File: src/rtl/pss_pkg.sv
// ----------------------------------------------------------------------------
// pss_pkg
// Types and constants shared by the priority scheduler select block.
// ----------------------------------------------------------------------------
package pss_pkg;

    localparam int SLOT_W = 6;
    localparam int PRIO_W = 7;
    localparam int TICK_W = 32;
    localparam int SUM_W  = TICK_W + 1;
    localparam int NUM_W  = TICK_W + 4;
    localparam int Q_W    = 4;
    localparam int DIV_STEPS = Q_W;
    localparam int STEP_W = $clog2(DIV_STEPS);

    localparam logic [PRIO_W-1:0] PRIO_MAX  = 7'd100;
    localparam logic [PRIO_W:0]   PRIO_BIAS = 8'd5;
    localparam logic [Q_W-1:0]    NICE_IDLE = 4'd5;

    typedef struct packed {
        logic [SLOT_W-1:0] entry_index;
        logic              runnable;
        logic [PRIO_W-1:0] static_priority;
        logic [TICK_W-1:0] run_ticks;
        logic [TICK_W-1:0] sleep_ticks;
        logic [TICK_W-1:0] run_count;
        logic [TICK_W-1:0] start_tick;
        logic              last;
    } in_item_t;

    typedef struct packed {
        logic              found;
        logic [SLOT_W-1:0] winner_index;
        logic [PRIO_W-1:0] winner_priority;
    } out_item_t;

    typedef struct packed {
        logic load;
        logic div_step;
        logic update;
        logic emit;
    } pss_cmd_t;

    typedef struct packed {
        logic last;
    } pss_status_t;

endpackage

File: src/rtl/pss_if.sv
// ----------------------------------------------------------------------------
// pss_if
// Valid/ready channels carrying requests into and results out of the block.
// ----------------------------------------------------------------------------
interface pss_in_if;
    logic        valid;
    logic        ready;
    logic [5:0]  entry_index;
    logic        runnable;
    logic [6:0]  static_priority;
    logic [31:0] run_ticks;
    logic [31:0] sleep_ticks;
    logic [31:0] run_count;
    logic [31:0] start_tick;
    logic        last;

    modport source (
        output valid, entry_index, runnable, static_priority, run_ticks,
               sleep_ticks, run_count, start_tick, last,
        input  ready
    );

    modport sink (
        input  valid, entry_index, runnable, static_priority, run_ticks,
               sleep_ticks, run_count, start_tick, last,
        output ready
    );
endinterface

interface pss_out_if;
    logic       valid;
    logic       ready;
    logic       found;
    logic [5:0] winner_index;
    logic [6:0] winner_priority;

    modport source (
        output valid, found, winner_index, winner_priority,
        input  ready
    );

    modport sink (
        input  valid, found, winner_index, winner_priority,
        output ready
    );
endinterface

File: src/rtl/priority_scheduler_select_top.sv
// ----------------------------------------------------------------------------
// priority_scheduler_select_top
// Scans process table entries and picks the runnable one with the best
// dynamic priority.
// ----------------------------------------------------------------------------
// Each request is one table entry. A runnable entry gets niceness
// sleep*10/(run+sleep) (5 when both counts are zero) and dynamic priority
// static - niceness + 5 clamped to 0..100; the lowest value wins, ties go to
// fewer runs, then the earlier start tick, then the earlier entry. The entry
// flagged last closes the scan: one result (found, winner slot and priority)
// is sent and the selection starts over. Each entry passes through request
// intake, four steps of the restoring niceness divider, and a compare and
// update, during which the next request can already be taken. The result
// sits in an output register, so a stalled result only holds the block when
// the next scan ends before it is taken.
module priority_scheduler_select_top (
    input  logic      clk,
    input  logic      rst_n,
    pss_in_if.sink    in_ch,
    pss_out_if.source out_ch
);
    import pss_pkg::*;

    in_item_t    item;
    out_item_t   result;
    pss_cmd_t    cmd;
    pss_status_t status;
    logic        in_ready;
    logic        out_valid;

    assign item.entry_index     = in_ch.entry_index;
    assign item.runnable        = in_ch.runnable;
    assign item.static_priority = in_ch.static_priority;
    assign item.run_ticks       = in_ch.run_ticks;
    assign item.sleep_ticks     = in_ch.sleep_ticks;
    assign item.run_count       = in_ch.run_count;
    assign item.start_tick      = in_ch.start_tick;
    assign item.last            = in_ch.last;

    assign in_ch.ready            = in_ready;
    assign out_ch.valid           = out_valid;
    assign out_ch.found           = result.found;
    assign out_ch.winner_index    = result.winner_index;
    assign out_ch.winner_priority = result.winner_priority;

    pss_ctrl u_ctrl (
        .clk       (clk),
        .rst_n     (rst_n),
        .in_valid  (in_ch.valid),
        .in_ready  (in_ready),
        .out_valid (out_valid),
        .out_ready (out_ch.ready),
        .status    (status),
        .cmd       (cmd)
    );

    pss_datapath u_datapath (
        .clk    (clk),
        .rst_n  (rst_n),
        .item   (item),
        .cmd    (cmd),
        .status (status),
        .result (result)
    );

endmodule

File: src/rtl/pss_ctrl.sv
// ----------------------------------------------------------------------------
// pss_ctrl
// Sequencer: request intake, divide steps, compare/update and result hand-off.
// ----------------------------------------------------------------------------
module pss_ctrl (
    input  logic                 clk,
    input  logic                 rst_n,
    input  logic                 in_valid,
    output logic                 in_ready,
    output logic                 out_valid,
    input  logic                 out_ready,
    input  pss_pkg::pss_status_t status,
    output pss_pkg::pss_cmd_t    cmd
);
    import pss_pkg::*;

    typedef enum logic [3:0] {
        ST_IDLE = 4'b0001,
        ST_DIV  = 4'b0010,
        ST_UPD  = 4'b0100,
        ST_EMIT = 4'b1000
    } state_t;

    state_t            state_reg;
    state_t            state_next;
    logic [STEP_W-1:0] step_reg;
    logic [STEP_W-1:0] step_next;
    logic              out_valid_reg;
    logic              out_valid_next;
    logic              emit_ok;
    logic              accept;

    assign emit_ok   = !out_valid_reg || out_ready;
    assign accept    = in_valid && in_ready;
    assign out_valid = out_valid_reg;

    always_comb
    begin
        case (state_reg)
            ST_IDLE: in_ready = 1'b1;
            ST_UPD:  in_ready = !status.last || emit_ok;
            ST_EMIT: in_ready = emit_ok;
            default: in_ready = 1'b0;
        endcase
    end

    always_comb
    begin
        cmd.load     = accept;
        cmd.div_step = (state_reg == ST_DIV);
        cmd.update   = (state_reg == ST_UPD);
        cmd.emit     = ((state_reg == ST_UPD) && status.last && emit_ok) ||
                       ((state_reg == ST_EMIT) && emit_ok);
    end

    always_comb
    begin
        state_next = state_reg;
        case (state_reg)
            ST_IDLE:
            begin
                if (accept)
                    state_next = ST_DIV;
            end
            ST_DIV:
            begin
                if (step_reg == STEP_W'(DIV_STEPS - 1))
                    state_next = ST_UPD;
            end
            ST_UPD:
            begin
                if (status.last && !emit_ok)
                    state_next = ST_EMIT;
                else if (accept)
                    state_next = ST_DIV;
                else
                    state_next = ST_IDLE;
            end
            ST_EMIT:
            begin
                if (emit_ok)
                    state_next = accept ? ST_DIV : ST_IDLE;
            end
            default: state_next = ST_IDLE;
        endcase
    end

    assign step_next = (state_reg == ST_DIV) ? step_reg + STEP_W'(1) : '0;

    always_comb
    begin
        if (cmd.emit)
            out_valid_next = 1'b1;
        else if (out_ready)
            out_valid_next = 1'b0;
        else
            out_valid_next = out_valid_reg;
    end

    always_ff @(posedge clk or negedge rst_n)
    begin
        if (!rst_n)
        begin
            state_reg     <= ST_IDLE;
            step_reg      <= '0;
            out_valid_reg <= 1'b0;
        end
        else
        begin
            state_reg     <= state_next;
            step_reg      <= step_next;
            out_valid_reg <= out_valid_next;
        end
    end

endmodule

File: src/rtl/pss_datapath.sv
// ----------------------------------------------------------------------------
// pss_datapath
// Niceness divider, dynamic priority, best-entry tracking and result register.
// ----------------------------------------------------------------------------
module pss_datapath (
    input  logic                 clk,
    input  logic                 rst_n,
    input  pss_pkg::in_item_t    item,
    input  pss_pkg::pss_cmd_t    cmd,
    output pss_pkg::pss_status_t status,
    output pss_pkg::out_item_t   result
);
    import pss_pkg::*;

    // request registers
    logic [SLOT_W-1:0] slot_reg;
    logic              runnable_reg;
    logic [PRIO_W-1:0] stat_reg;
    logic [TICK_W-1:0] runs_reg;
    logic [TICK_W-1:0] start_reg;
    logic              last_reg;
    logic              zero_reg;

    // divider
    logic [NUM_W-1:0]  rem_reg;
    logic [NUM_W-1:0]  dsh_reg;
    logic [Q_W-1:0]    q_reg;
    logic [SUM_W-1:0]  total;
    logic [NUM_W-1:0]  sleep_ext;
    logic [NUM_W-1:0]  product;
    logic              ge;

    // best entry
    logic              best_valid_reg;
    logic [SLOT_W-1:0] best_slot_reg;
    logic [PRIO_W-1:0] best_prio_reg;
    logic [TICK_W-1:0] best_runs_reg;
    logic [TICK_W-1:0] best_start_reg;
    logic              best_valid_next;
    logic [SLOT_W-1:0] best_slot_next;
    logic [PRIO_W-1:0] best_prio_next;
    logic [TICK_W-1:0] best_runs_next;
    logic [TICK_W-1:0] best_start_next;

    logic [Q_W-1:0]    nice;
    logic [PRIO_W:0]   base;
    logic [PRIO_W:0]   diff;
    logic [PRIO_W-1:0] dyn_prio;
    logic              take;

    out_item_t         result_reg;

    assign status.last = last_reg;
    assign result      = result_reg;

    assign total     = {1'b0, item.run_ticks} + {1'b0, item.sleep_ticks};
    assign sleep_ext = {4'b0, item.sleep_ticks};
    assign product   = (sleep_ext << 3) + (sleep_ext << 1);
    assign ge        = (rem_reg >= dsh_reg);

    always_ff @(posedge clk)
    begin
        if (cmd.load)
        begin
            slot_reg     <= item.entry_index;
            runnable_reg <= item.runnable;
            stat_reg     <= item.static_priority;
            runs_reg     <= item.run_count;
            start_reg    <= item.start_tick;
            zero_reg     <= (total == '0);
            rem_reg      <= product;
            dsh_reg      <= {total, 3'b000};
            q_reg        <= '0;
        end
        else if (cmd.div_step)
        begin
            rem_reg <= ge ? rem_reg - dsh_reg : rem_reg;
            q_reg   <= {q_reg[Q_W-2:0], ge};
            dsh_reg <= dsh_reg >> 1;
        end
    end

    always_ff @(posedge clk or negedge rst_n)
    begin
        if (!rst_n)
            last_reg <= 1'b0;
        else if (cmd.load)
            last_reg <= item.last;
    end

    // dynamic priority: static - niceness + 5, clamped to 0..100
    assign nice = zero_reg ? NICE_IDLE : q_reg;
    assign base = {1'b0, stat_reg} + PRIO_BIAS;
    assign diff = base - {{(PRIO_W + 1 - Q_W){1'b0}}, nice};

    always_comb
    begin
        if (base < {{(PRIO_W + 1 - Q_W){1'b0}}, nice})
            dyn_prio = '0;
        else if (diff > {1'b0, PRIO_MAX})
            dyn_prio = PRIO_MAX;
        else
            dyn_prio = diff[PRIO_W-1:0];
    end

    always_comb
    begin
        if (!best_valid_reg)
            take = 1'b1;
        else if (dyn_prio < best_prio_reg)
            take = 1'b1;
        else if (dyn_prio == best_prio_reg)
            take = (runs_reg < best_runs_reg) ||
                   ((runs_reg == best_runs_reg) && (start_reg < best_start_reg));
        else
            take = 1'b0;
    end

    always_comb
    begin
        best_valid_next = best_valid_reg;
        best_slot_next  = best_slot_reg;
        best_prio_next  = best_prio_reg;
        best_runs_next  = best_runs_reg;
        best_start_next = best_start_reg;
        if (cmd.update && runnable_reg && take)
        begin
            best_valid_next = 1'b1;
            best_slot_next  = slot_reg;
            best_prio_next  = dyn_prio;
            best_runs_next  = runs_reg;
            best_start_next = start_reg;
        end
    end

    always_ff @(posedge clk or negedge rst_n)
    begin
        if (!rst_n)
        begin
            best_valid_reg <= 1'b0;
            best_slot_reg  <= '0;
            best_prio_reg  <= '0;
            best_runs_reg  <= '0;
            best_start_reg <= '0;
        end
        else if (cmd.emit)
        begin
            best_valid_reg <= 1'b0;
            best_slot_reg  <= '0;
            best_prio_reg  <= '0;
            best_runs_reg  <= '0;
            best_start_reg <= '0;
        end
        else
        begin
            best_valid_reg <= best_valid_next;
            best_slot_reg  <= best_slot_next;
            best_prio_reg  <= best_prio_next;
            best_runs_reg  <= best_runs_next;
            best_start_reg <= best_start_next;
        end
    end

    always_ff @(posedge clk)
    begin
        if (cmd.emit)
        begin
            result_reg.found           <= best_valid_next;
            result_reg.winner_index    <= best_valid_next ? best_slot_next : '0;
            result_reg.winner_priority <= best_valid_next ? best_prio_next : '0;
        end
    end

endmodule

File: src/flat_wrapper.sv
// flat-port wrapper written by rule: the top's interface ports become plain ports
module priority_scheduler_select_top_flat import pss_pkg::*;
  (clk, rst_n, in_ch_valid, in_ch_entry_index, in_ch_runnable, in_ch_static_priority, in_ch_run_ticks, in_ch_sleep_ticks, in_ch_run_count, in_ch_start_tick, in_ch_last, in_ch_ready, out_ch_valid, out_ch_found, out_ch_winner_index, out_ch_winner_priority, out_ch_ready);
  pss_in_if in_ch_i ();
  pss_out_if out_ch_i ();
  input  logic clk;
  input  logic rst_n;
  input wire logic [$bits(in_ch_i.valid)-1:0] in_ch_valid;
  input wire logic [$bits(in_ch_i.entry_index)-1:0] in_ch_entry_index;
  input wire logic [$bits(in_ch_i.runnable)-1:0] in_ch_runnable;
  input wire logic [$bits(in_ch_i.static_priority)-1:0] in_ch_static_priority;
  input wire logic [$bits(in_ch_i.run_ticks)-1:0] in_ch_run_ticks;
  input wire logic [$bits(in_ch_i.sleep_ticks)-1:0] in_ch_sleep_ticks;
  input wire logic [$bits(in_ch_i.run_count)-1:0] in_ch_run_count;
  input wire logic [$bits(in_ch_i.start_tick)-1:0] in_ch_start_tick;
  input wire logic [$bits(in_ch_i.last)-1:0] in_ch_last;
  output wire logic [$bits(in_ch_i.ready)-1:0] in_ch_ready;
  output wire logic [$bits(out_ch_i.valid)-1:0] out_ch_valid;
  output wire logic [$bits(out_ch_i.found)-1:0] out_ch_found;
  output wire logic [$bits(out_ch_i.winner_index)-1:0] out_ch_winner_index;
  output wire logic [$bits(out_ch_i.winner_priority)-1:0] out_ch_winner_priority;
  input wire logic [$bits(out_ch_i.ready)-1:0] out_ch_ready;
  assign in_ch_i.valid = in_ch_valid;
  assign in_ch_i.entry_index = in_ch_entry_index;
  assign in_ch_i.runnable = in_ch_runnable;
  assign in_ch_i.static_priority = in_ch_static_priority;
  assign in_ch_i.run_ticks = in_ch_run_ticks;
  assign in_ch_i.sleep_ticks = in_ch_sleep_ticks;
  assign in_ch_i.run_count = in_ch_run_count;
  assign in_ch_i.start_tick = in_ch_start_tick;
  assign in_ch_i.last = in_ch_last;
  assign in_ch_ready = in_ch_i.ready;
  assign out_ch_valid = out_ch_i.valid;
  assign out_ch_found = out_ch_i.found;
  assign out_ch_winner_index = out_ch_i.winner_index;
  assign out_ch_winner_priority = out_ch_i.winner_priority;
  assign out_ch_i.ready = out_ch_ready;
  priority_scheduler_select_top u_core (.clk(clk), .rst_n(rst_n), .in_ch(in_ch_i), .out_ch(out_ch_i));
endmodule
File: config.mk
export PLATFORM = sky130hd
export DESIGN_NAME = priority_scheduler_select_top_flat
export DESIGN_NICKNAME = d
export VERILOG_FILES = /design/src/rtl/pss_pkg.sv /design/src/rtl/pss_if.sv /design/src/rtl/priority_scheduler_select_top.sv /design/src/rtl/pss_ctrl.sv /design/src/rtl/pss_datapath.sv /design/src/flat_wrapper.sv
export SDC_FILE = /design/constraint.sdc
export NUM_CORES = 1
export LEC_CHECK = 0
export BUFFER_PORTS_ARGS = -buffer_cell sky130_fd_sc_hd__buf_2
export CORE_ASPECT_RATIO = 2
export CORE_MARGIN = 5
export CORE_UTILIZATION = 55
export CTS_CLUSTER_DIAMETER = 100
export DETAILED_ROUTE_END_ITERATION = 8
export PLACE_DENSITY = 0.73
export SYNTH_ARGS = -nofsm -noshare
export SYNTH_HDL_FRONTEND = slang
export SYNTH_HIERARCHICAL = 1
export SYNTH_SLANG_ARGS = --single-unit
File: constraint.sdc
create_clock -name clk -period 6.9 [get_ports clk]
set_input_delay 0.345 -clock clk [delete_from_list [all_inputs] [get_ports clk]]
set_output_delay 0.345 -clock clk [all_outputs]
set_load 0.02 [all_outputs]
* Word-level counts from Yosys, hierarchy flattened
Cells that the tools add are included.
** Storage, ports and cells
- Bits in read-only memories :: 0
- Input bits :: 147
- Flip-flop bits (word level) :: 255
- Latch bits :: 0
- Output and inout bits :: 16
- RAM bits :: 0
- Memories :: 0
** Operators by class
- Bitwise logic cells :: 0
- Shift-type cells :: 0
- Muxes and demuxes :: 31
- Reductions and logical operators :: 22
- $add $sub $neg :: 6
- Multiply operators :: 0
- Div/mod/pow operators :: 0
- Order comparisons :: 6
- Equality and inequality tests :: 10
** Operator list (number)
- $mux W36 :: 5
- $mux W32 :: 4
- $lt A32 B32 Y1 :: 2
- $add A35 B33 Y36 :: 1
- $ge A36 B36 Y1 :: 1
- $sub A36 B36 Y36 :: 1
- $add A32 B32 Y33 :: 1
- $logic_not A33 Y1 :: 1
- $eq A32 B32 Y1 :: 1
- $mux W7 :: 4
- $mux W4 :: 5
- $pmux W4 S4 :: 1
- $mux W6 :: 2
- $add A7 B3 Y8 const B :: 1
- $gt A8 B7 Y1 const B :: 1
- $logic_and A1 B1 Y1 :: 8
- $lt A8 B4 Y1 :: 1
- $reduce_bool A2 Y1 :: 4
- $sub A8 B4 Y8 :: 1
- $eq A7 B7 Y1 :: 1
- $lt A7 B7 Y1 :: 1
- $mux W1 :: 7
- $ne A2 B2 Y1 const B :: 3
- $eq A4 B1 Y1 const B :: 1
- 11 further kinds :: 17

* Longest topological paths before layout
- Depth in word-level cells :: 12
- Depth in mapped cells :: 26
- Depth with buffers taken out :: 22

* Hierarchy
Netlist, hierarchy kept.
** By module, submodules not included
- pss_datapath :: times used 1, cells an instance 1793, area an instance 17075.1 µm², sequential area each 6981.7 µm²
- pss_ctrl :: times used 1, cells an instance 40, area an instance 409.1 µm², sequential area each 176.4 µm²

* Least setup slack after synthesis
No wires, ideal clock.
- Path type :: register to register
- Start point :: register u_core.u_datapath.rem_reg[0]
- End point :: register u_core.u_datapath.rem_reg[0], enable pin
- Stages on the path, launching flop included :: 13
- Path slack :: 1.156 ns
- Required time :: 6.421 ns
- Arrival time :: 5.265 ns
- Path buffers :: 0
- Library setup time :: 0.479 ns
- Cell sequence :: edfxtp_1 > inv_1 > ha_1 > fa_1 > nand2b_1 > a21oi_1 > a31oi_1 > o211a_1 > or4b_1 > a31oi_2 > a31oi_1 > o2bb2ai_1 > o21ai_0
** On the way
- Cells in the longest elaborated chain, start to end :: 3
** Ends and longest elaborated chain
- start: declaration :: RTL line pss_datapath.sv:25 : logic [NUM_W-1:0] rem_reg;
- start signal: assignment :: RTL line pss_datapath.sv:71 : rem_reg <= product;
- start signal: assignment :: RTL line pss_datapath.sv:77 : rem_reg <= ge ? rem_reg - dsh_reg : rem_reg;
- $ge A36 B36 Y1 :: RTL line pss_datapath.sv:59 : assign ge = (rem_reg >= dsh_reg);
- $reduce_bool A2 Y1 (no source line)
- $reduce_and A2 Y1 (no source line)
No other way between the ends.
A chain may end at the register's enable or synchronous reset.

* Worst setup path after layout
- Start point :: register u_core.u_datapath.stat_reg[0]
- End point :: register u_core/u_datapath/result[11] (netlist name)
** On the way
- Cells in the longest elaborated chain, start to end :: 11
** Ends and longest elaborated chain
- start: declaration :: RTL line pss_datapath.sv:18 : logic [PRIO_W-1:0] stat_reg;
- start signal: assignment :: RTL line pss_datapath.sv:67 : stat_reg <= item.static_priority;
- $add A7 B3 Y8 (*) :: RTL line pss_datapath.sv:93 : assign base = {1'b0, stat_reg} + PRIO_BIAS;
- $sub A8 B4 Y8 :: RTL line pss_datapath.sv:94 : assign diff = base - {{(PRIO_W + 1 - Q_W){1'b0}}, nice};
- $gt A8 B7 Y1 :: RTL line pss_datapath.sv:100 : else if (diff > {1'b0, PRIO_MAX})
- $mux W7 :: RTL line pss_datapath.sv:100
- $mux W7 (*) :: RTL line pss_datapath.sv:98 : if (base < {{(PRIO_W + 1 - Q_W){1'b0}}, nice})
- branches (longest 2 deep; another with $lt A7 B7 Y1)
- $mux W1 (*) :: RTL line pss_datapath.sv:110 : else if (dyn_prio < best_prio_reg)
- $mux W1 (*) :: RTL line pss_datapath.sv:108 : if (!best_valid_reg)
- $logic_and A1 B1 Y1 (*) :: RTL line pss_datapath.sv:126 : if (cmd.update && runnable_reg && take)
- $mux W6 / $mux W1 (equally long branches) :: RTL line pss_datapath.sv:126
Mark *: on every way between the ends.

==> metrics <==
status finished, final reports clean; worst-path fanout max 20; Diodes inserted 0; Synth Area per Inst 9.539 um^2; per-cell routed wire length 18.89 um; ys async rst share 33.73%; Tmin final 6.285 ns; crit path launch type flip-flop; initial antenna violation count 0; DR vias/cell 5.997; pin count of the biggest net entering global routing 67; FF/Latch Area 7158 um^2; CP max stage delay 0.73 ns; Leak 0.008397 uW; Worst-path clk slew 0.07 ns; Int Pwr 4240 uW; HP Class in -> reg; VDD IR max 0.1684 mV; post-route antenna net violation count 0; total gr overflow 0; max-cap violation count 0; Non-Filler Instances 2475; Core Region 31430 um^2; final core utilization 64.17%; Max Slew Vio Count 0; EDFF count, synth 162; share of cells above drive strength 1 12.28%; hold_sp in_ch_start_tick[27]; Comb pwr share 48.8%; final-stage net count 2361; Total GRT Usage 25.73%; CP Capture Type flip-flop; Seq/Total Area, Yosys 40.94%; CP dominant cell by count ha_1; CTS Root Cell clkbuf_16; Final Hold Vio Count 0; Final Cycle Share 91.09%; Skew-Pair Late Insertion Delay 0.52 ns; RR Startpoint u_core/u_datapath/stat_reg[0]$_DFFE_PP_; RSZ-0062 raised after global routing false; switching power 2765 uW; Worst-Margin Slew 1.049 ns; chip width 136.1 um; die span in y 262.2 um; crit path launch u_core/u_datapath/stat_reg[0]$_DFFE_PP_; Post-Syn Area 17480 um^2; Die Area 35670 um^2; switch share 39.48%; worst endpoint required time 7.26 ns; final setup vio count 0; CTS Sinks 255; ys flop type edfxtp_1; Pwr per Cell Area 347.4 nW/um^2; postcts setup bufs 0; Final Power 7006 uW; unique cell type count in the Yosys netlist 92; Finished Cell Area 20170 um^2; synthesized flop and latch total 255; area grow syn2layout 15.34%; total number of vias 14843; TritonRoute pass-1 iters 5; area of the multi-input gates 9554 um^2; Max H-tree Level 1; most frequent cells in the layout a21oi_1, ha_1, edfxtp_1; worst-path cell chain ha_1 -> xnor2_1 -> ha_1 -> nor2b_1 -> o21ai_0 -> nand3_1 -> a222oi_1 -> o31ai_1 -> a221oi_1 -> a21o_1 -> o21ai_2 -> or2_1 -> ha_1 -> nand4_1 -> nor3_1 -> o211ai_1 -> a2111oi_1 -> o21a_2 -> buf_4 -> o21ai_0 -> a21oi_1; global-route wire length before repair 74310 um; Synth Instances 1833; CTS tree built; DRT iter0 DRCs 993; GPL Wtd Cong 0.9368; FILL cells 2623; sequential power share 33.6%; Critical Path AT 6.65 ns; Placed Area 18710 um^2; CTS buffer count 23; DPL Wire Length 34680 um; most common cell after layout, fill and taps aside a21oi_1; # IOs 163; Clk pwr share 17.6%; Initial Util 55.64%; vias in the first global route 15465; family with the most delay on the worst path compound AO/OA/AOI/OAI gates; WL final 46750 um; fmax 159.1 MHz; Worst Clk Skew 0.008421 ns; placed insts 2359; Ys Warns 6; relative slew slack 29.10%; Mapped Nets 2158; Buffers on Ports 162; DR DRC count 0; WS Path Type reg -> reg; slowest cell on the critical path a2111oi_1; WP buf/inv 1; setup TNS 0 ns; row count 92; Max Root-Sink Buffers 3
logic make-up after synthesis:
group | Yosys count | share of synthesized area (%)
multiplexers | 16 | 0.9303
AO/OA/AOI/OAI | 622 | 22.86
buffers and inverters | 214 | 4.716
XOR/XNOR | 83 | 4.158
AND/OR/NAND/NOR | 465 | 13.48
flip-flops | 255 | 40.94
adder cells (fa/ha/maj) | 178 | 12.91
synth_stat cells (all sizes together) (41+ instances only):
| library cell | count | share of area [%] |
|---|---|---|
| xnor2 | 42 | 2.1 |
| xor2 | 41 | 2.1 |
| ha | 174 | 12 |
| o21ai | 159 | 4.6 |
| a21oi | 189 | 5.5 |
| nand3 | 103 | 2.9 |
| nand2 | 98 | 2.1 |
| dfrtp | 85 | 12 |
| nor2 | 95 | 2.1 |
| clkbuf | 58 | 1.2 |
| inv | 138 | 3.0 |
| edfxtp | 162 | 28 |
| a21o | 74 | 3.2 |
power groups by stage:
| stage | sequential (uW) | clock, uW | combinational, uW |
|---|---|---|---|
| final | 2350 | 1230 | 3420 |
| after global routing | 2390 | 1320 | 3840 |
| after CTS | 2350 | 1260 | 3410 |
| after detailed placement | 2380 | 0 | 3340 |
| after global placement | 2370 | 0 | 3260 |
| after floorplan | 2320 | 0 | 2570 |
path summary, 6_finish.rpt:
kind / endpoint / slack, ns / cells past startpoint
max in group asynchronous: u_core/u_datapath/best_runs_reg[16]$_DFFE_PN0P_ / 5.47 / 3
min in group asynchronous: u_core/u_datapath/best_runs_reg[27]$_DFFE_PN0P_ / 0.24 / 2
worst max register to register: u_core/u_datapath/result[11]$_SDFFCE_PP0P_ / 0.61 / 21
worst min-delay path: u_core/u_datapath/start_reg[27]$_DFFE_PP_ / 0.03 / 1
worst min register to register: u_core/u_ctrl/step_reg[0]$_DFF_PN0_ / 0.45 / 1
worst max-delay path: u_core/u_datapath/result[11]$_SDFFCE_PP0P_ / 0.61 / 21
timing repair:
item                                    CTS  global route
hold buffers                             75             0
hold endpoints to repair                 94             0
gates resized for setup                   0             1
endpoints found under the setup margin    0             1
routing by layer:
layer  vias up  GRT usage (%)  routed length [um]  share of wire (%)
met1      7051          25.99               16470                 35
met4         0          14.15                2793                6.0
li1       7213              -                   -                  -
met2       440          50.48               25700                 55
met5         -              0                   0                  0
met3       139          2.337                1782                3.8
worst register-to-register path: cells and delay by family, from the launching register on:
kind | cells | cell delay (ns)
adder cells (fa/ha/maj) | 3 | 0.85
XOR/XNOR | 1 | 0.22
buffers and inverters | 1 | 0.29
AO/OA/AOI/OAI | 11 | 3.30
AND/OR/NAND/NOR | 5 | 1.04
flip-flops | 1 | 0.43
layout make-up:
type / count / area share [%]
clock inverter: 13 / 0.5087
tap: 423 / 2.624
inverter: 139 / 2.587
sequential: 255 / 35.49
multi-input combinational: 1364 / 47.38
timing repair buffer: 253 / 8.413
clock buffer: 28 / 2.997
metrics by stage:
step / hold slack, ns / worst slack [ns]
2_1_floorplan: 0.04941 / 1.156
3_3_place_gp: 0.2412 / 0.8102
3_5_place_dp: 0.2472 / 0.5333
4_1_cts: 0.0004768 / 0.4755
5_1_grt: 0.002543 / 0.1918
6_report: 0.02537 / 0.6150
Note: power is estimated with default switching activity, not from simulation.
